===== src/sv/deadline_timer_table_assert.svh =====
// Assertion macros for the deadline timer table.
// Included by the top level; no other dependencies.
`ifndef DEADLINE_TIMER_TABLE_ASSERT_SVH
`define DEADLINE_TIMER_TABLE_ASSERT_SVH
`ifndef SYNTH
`define DTT_ASSERT_IMP(lbl, ante, cons) \
  lbl: assert property (@(posedge clk) disable iff (!rst_n) (ante) |-> (cons)) \
    else $error("assertion failed");
`define DTT_ASSERT_NXT(lbl, ante, cons) \
  lbl: assert property (@(posedge clk) disable iff (!rst_n) (ante) |=> (cons)) \
    else $error("assertion failed");
`else
`define DTT_ASSERT_IMP(lbl, ante, cons)
`define DTT_ASSERT_NXT(lbl, ante, cons)
`endif
`endif


===== src/sv/dtt_pkg.sv =====
// Shared codes and types of the deadline timer table.
// No dependencies.
package dtt_pkg;
  localparam logic [2:0] FN_ADD     = 3'd0;
  localparam logic [2:0] FN_CANCEL  = 3'd1;
  localparam logic [2:0] FN_REFRESH = 3'd2;
  localparam logic [2:0] FN_RESET   = 3'd3;
  localparam logic [2:0] FN_COLLECT = 3'd4;
  localparam logic [2:0] FN_QUERY   = 3'd5;

  localparam logic [1:0] MD_FREE = 2'd0;
  localparam logic [1:0] MD_ACT  = 2'd1;
  localparam logic [1:0] MD_DUE  = 2'd2;

  localparam int MAX_OUT = 16;

  typedef struct packed {
    logic [1:0] mode;
    logic       set_act;
    logic       clr_act;
    logic       dl_we;
    logic       per_we;
    logic       rec_we;
    logic       set_taken;
    logic       clr_taken;
  } dtt_ctl_t;
endpackage


===== src/sv/dtt_cell.sv =====
// One timer slot: its state and one stage of the earliest-entry search chain.
// Depends on dtt_pkg.
module dtt_cell #(
  parameter int TIME_BITS = 48,
  parameter int SLOT_W    = 4,
  parameter int IDX       = 0
) (
  input  logic                 clk,
  input  logic                 rst_n,
  input  dtt_pkg::dtt_ctl_t    ctl,
  input  logic [SLOT_W-1:0]    wr_idx,
  input  logic [TIME_BITS-1:0] wr_dl,
  input  logic [31:0]          wr_per,
  input  logic                 wr_rec,
  input  logic [TIME_BITS-1:0] now,
  input  logic                 li_valid,
  input  logic [TIME_BITS-1:0] li_dl,
  input  logic [SLOT_W-1:0]    li_idx,
  output logic                 lo_valid,
  output logic [TIME_BITS-1:0] lo_dl,
  output logic [SLOT_W-1:0]    lo_idx,
  output logic                 st_act,
  output logic [TIME_BITS-1:0] st_dl,
  output logic [31:0]          st_per,
  output logic                 st_rec
);
  import dtt_pkg::*;

  logic                 act_r, taken_r, rec_r, lv_r;
  logic [TIME_BITS-1:0] dl_r, ld_r;
  logic [31:0]          per_r;
  logic [SLOT_W-1:0]    li_r;
  logic                 hit, elig, take;

  assign hit = (wr_idx == SLOT_W'(IDX));

  always_comb begin
    case (ctl.mode)
      MD_FREE: elig = !act_r;
      MD_ACT:  elig = act_r;
      MD_DUE:  elig = act_r && !taken_r && (dl_r <= now);
      default: elig = 1'b0;
    endcase
    take = elig && (!li_valid || ((ctl.mode != MD_FREE) && (dl_r < li_dl)));
  end

  always_ff @(posedge clk) begin
    if (!rst_n) begin
      act_r   <= 1'b0;
      taken_r <= 1'b0;
      lv_r    <= 1'b0;
    end else begin
      lv_r <= take ? 1'b1 : li_valid;
      if (hit && ctl.set_act) begin
        act_r <= 1'b1;
      end else if (hit && ctl.clr_act) begin
        act_r <= 1'b0;
      end
      if (ctl.clr_taken) begin
        taken_r <= 1'b0;
      end else if (hit && ctl.set_taken) begin
        taken_r <= 1'b1;
      end
    end
  end

  always_ff @(posedge clk) begin
    ld_r <= take ? dl_r : li_dl;
    li_r <= take ? SLOT_W'(IDX) : li_idx;
    if (hit && ctl.dl_we) begin
      dl_r <= wr_dl;
    end
    if (hit && ctl.per_we) begin
      per_r <= wr_per;
    end
    if (hit && ctl.rec_we) begin
      rec_r <= wr_rec;
    end
  end

  assign lo_valid = lv_r;
  assign lo_dl    = ld_r;
  assign lo_idx   = li_r;
  assign st_act   = act_r;
  assign st_dl    = dl_r;
  assign st_per   = per_r;
  assign st_rec   = rec_r;
endmodule


===== config.mk =====
export PLATFORM = sky130hd
export DESIGN_NAME = dtt_cell
export DESIGN_NICKNAME = d
export VERILOG_FILES = /design/src/sv/deadline_timer_table_assert.svh /design/src/sv/dtt_pkg.sv /design/src/sv/dtt_cell.sv
export SDC_FILE = /design/constraint.sdc
export NUM_CORES = 1
export LEC_CHECK = 0
export ABC_AREA = 1
export BUFFER_PORTS_ARGS = -buffer_cell sky130_fd_sc_hd__buf_2
export CORE_AREA = 2 2 129 131
export CTS_BUF_LIST = sky130_fd_sc_hd__clkbuf_8
export CTS_CLUSTER_DIAMETER = 150
export DETAILED_ROUTE_END_ITERATION = 7
export DIE_AREA = 0 0 131 133
export PLACE_DENSITY = 0.8
export SETUP_SLACK_MARGIN = 0.3
export SLEW_MARGIN = 20
export SYNTH_ARGS = -nofsm -noshare
export SYNTH_HDL_FRONTEND = slang
export SYNTH_SLANG_ARGS = --single-unit

===== constraint.sdc =====
create_clock -name clk -period 8.3 [get_ports clk]
set_clock_uncertainty 0.15 [all_clocks]
set_input_delay 2.075 -clock clk [delete_from_list [all_inputs] [get_ports clk]]
set_output_delay 2.075 -clock clk [all_outputs]
set_load 0.02 [all_outputs]

==> flow_summary.rst <==
.. list-table::
   :header-rows: 1

   * - Metric
     - Value
   * - Launch point of the worst hold path
     - taken_r
   * - Slew at the pin closest to its max-slew limit
     - 1.09 ns
   * - CTS tree
     - done
   * - Setup violation total in the final timing report
     - 0
   * - Leak pwr
     - 4.94 nW
   * - Max Transition Viols Final
     - 0
   * - Maximum number of pins on one net before global-route repair
     - 53
   * - Routed length per placed instance
     - 15.5 um
   * - Reg-to-reg critical path startpoint
     - st_dl[43]
   * - Area enclosed by the die boundary
     - 17400 um^2
   * - Mean post-synth cell area
     - 9.36 um^2
   * - Cell types occupying the most area after synthesis
     - sky130_fd_sc_hd__edfxtp_1 (35%), sky130_fd_sc_hd__ha_1 (17%), sky130_fd_sc_hd__dfxtp_1 (16%)
   * - Number of global-route vias before repair
     - 6295
   * - Max-capacitance violation count
     - 0
   * - Count of unique library cells instantiated by Yosys
     - 26
   * - Via count
     - 6358
   * - Most numerous cell types in the synthesized netlist
     - sky130_fd_sc_hd__nand2_1 (206), sky130_fd_sc_hd__inv_1 (128), sky130_fd_sc_hd__ha_1 (95)
   * - Number of DRC violations after detailed-routing iteration 0
     - 283
   * - Area share of the largest cell type after synthesis
     - 0.345
   * - Launch point of the critical path
     - now[39]
   * - Worst slew margin relative to its limit
     - 0.269
   * - Port-buffer cells
     - 331
   * - Leftover overflow at the end of global routing
     - 0
   * - Minimum period implied by the final worst setup slack
     - 5.20 ns
   * - Detailed-router iteration count before antenna repair
     - 5
   * - DRC viols
     - 0
   * - Register-to-register setup slack
     - 4.34 ns
   * - Clock Path Buffers
     - 2
   * - Sum of negative setup slack
     - 0 ns
   * - Largest vdd supply drop
     - 0.0000853 V
   * - Number of warnings printed during yosys synthesis
     - 0
   * - Most used flip-flop cell after synthesis
     - sky130_fd_sc_hd__edfxtp_1
   * - Standard cell core area
     - 16200 um^2
   * - # resized after CTS
     - 0
   * - Die span in y
     - 133 um
   * - Synth async-reset ratio
     - 0
   * - Largest stage delay on the critical path
     - 0.82 ns
   * - Setup ws final
     - 3.10 ns
   * - Number of enable flip-flop cells after synthesis
     - 81
   * - Fmax
     - 0.192 GHz
   * - Final standard cell count with taps included and fillers excluded
     - 1318
   * - CTS buffer count
     - 17
   * - Area growth from synthesis to layout
     - 31.0%
   * - Data arrival, critical path
     - 5.39 ns
   * - Post-detailed-placement half-perimeter wirelength
     - 15.9 mm
   * - Endpoint class of the critical path
     - flop
   * - Setup WS pre-CTS
     - 2.65 ns
   * - Sequential element share of the synthesized area
     - 0.502
   * - Post-synthesis instance area
     - 7040 um^2
   * - Horiz. Die Dim
     - 131 um
   * - Setup bufs post-CTS
     - 0
   * - Total Nets Final
     - 1377
   * - Gate count of the mapped netlist
     - 752
   * - Quantity of hold-fixing buffers added after cts
     - 0
   * - Number of rows in the core area
     - 47
   * - Register bit count reported by yosys
     - 136
   * - Combined global-route utilization of all metal layers
     - 0.234
   * - Number of diodes
     - 0
   * - Count of buffer and inverter cells on the critical path
     - 3
   * - Net Count, Synth
     - 1044
   * - Proportion of layout cells with a drive suffix above 1
     - 0.343
   * - Initial Utilization
     - 0.435
   * - Global placement routability congestion
     - 0.836
   * - Sort of element at the start of the critical path
     - primary input
   * - Critical path's most frequent cell
     - sky130_fd_sc_hd__nand2_1
   * - Leading area contributor after synthesis
     - sky130_fd_sc_hd__edfxtp_1
   * - Result of the run
     - completed
   * - Largest delay share family, worst path
     - simple AND/OR/NAND/NOR gates
   * - Total number of clock tree sinks
     - 136
   * - Core utilization of the finished layout
     - 0.571
   * - Routed vias/inst
     - 4.82
   * - First-pass GRT wire length
     - 31.1 mm
   * - Latest clock arrival within the worst-skew pair
     - 0.45 ns
   * - Number of top-level pins
     - 332
   * - RSZ-0062 raised after global routing
     - no
   * - Remaining antenna violation count after routing
     - 0
   * - Slowest CP cell
     - sky130_fd_sc_hd__nand3_4
   * - Clock-pin slew on the worst setup and hold paths
     - 0.08 ns
   * - Post-detailed-routing wire length
     - 20.5 mm
   * - Number of placed cells counting well taps
     - 1286
   * - CTS H-Tree Depth
     - 4
   * - Antenna violations before repair
     - 1
   * - Endpoint required time on the critical path
     - 8.49 ns
   * - Count of endpoints failing hold in the final timing report
     - 0
   * - Worst min path class
     - flop to flop
   * - Filler instances
     - 1402
   * - Critical setup path kind
     - primary input to flop
   * - Final period util
     - 0.627
   * - Power per cell area
     - 165 nW/um^2
   * - Maximum fanout encountered on the critical timing path
     - 52
   * - Root buf cell
     - sky130_fd_sc_hd__clkbuf_8
   * - Most frequent cell after synthesis
     - sky130_fd_sc_hd__nand2_1
   * - Critical Path, Cell by Cell
     - buf_2 -> inv_1 -> ha_1 -> nand2_1 -> nor2_1 -> nand3_1 -> nor2_2 -> inv_1 -> nor2_2 -> nand2_1 -> nand2_1 -> nand2_1 -> nand2_2 -> nand3_4 -> nand2_1 -> nand2_1
==> report_power, final <==
part           switching [mW]  internal [mW]  total, mW
combinational           0.146         0.0957      0.241
clock                   0.301          0.219      0.520
sequential             0.0126          0.745      0.758
==> state kept, by name, summed over array words and instances (netlist names) <==
signal    flops
lo_valid      1
taken_r       1
st_per       32
st_act        1
lo_idx        4
lo_dl        48
st_rec        1
st_dl        48
==> worst min-delay path, stage by stage, from the launching register on <==
cell                       delay [ns]
sky130_fd_sc_hd__dfxtp_1         0.30
sky130_fd_sc_hd__inv_1           0.08
sky130_fd_sc_hd__a211oi_1        0.08
==> cell type report <==
type / count / area [um^2] / area share
Tap cell: 220 / 275 / 0.0298
Sequential cell: 136 / 3530 / 0.383
Inverter: 128 / 480 / 0.0521
Timing Repair Buffer: 334 / 1680 / 0.182
Multi-Input combinational cell: 468 / 2890 / 0.313
Clock inverter: 15 / 133 / 0.0144
Clock buffer: 17 / 234 / 0.0254
==> worst paths after layout <==
path	endpoint	cells after the start
setup / recovery	lo_dl[16]	16
hold / removal	taken_r	2
setup reg to reg	lo_dl[16]	14
hold reg to reg	taken_r	2
==> cells in the final DEF (no fill, tap or decap), types with 11 or more instances in the layout <==
master	n
sky130_fd_sc_hd__ha_1	95
sky130_fd_sc_hd__a21oi_1	47
sky130_fd_sc_hd__clkbuf_8	17
sky130_fd_sc_hd__nand4_1	52
sky130_fd_sc_hd__nor2_1	25
sky130_fd_sc_hd__buf_2	331
sky130_fd_sc_hd__o21ai_0	11
sky130_fd_sc_hd__inv_1	128
sky130_fd_sc_hd__edfxtp_1	81
sky130_fd_sc_hd__nand2_1	206
sky130_fd_sc_hd__dfxtp_1	55
==> layer usage <==
metal  track usage  wire [um]  vias up
li1              -          -     3166
met1         0.278       8280     2861
met2         0.398      10200      291
met3        0.0639       1540       38
met4        0.0904        469        2
met5             0         13        -
==> metrics by stage <==
stage	hold WS, ns	instance area [um^2]	power (mW)
floorplan	0.287	7040	0.910
global placement	0.319	8860	1.01
detailed placement	0.341	8860	1.01
CTS	0.352	9230	1.53
global route	0.388	9230	1.59
finish	0.363	9230	1.52
==> logic make-up (layout without fill, tap and decap cells) <==
family | after synthesis | after routing | synth area share
compound gates | 66 | 66 | 0.0498
flops | 136 | 136 | 0.502
simple gates | 307 | 307 | 0.190
fa+ha+maj | 95 | 95 | 0.169
buf+inv | 148 | 494 | 0.0896
Power figures use the tool's default switching activity.
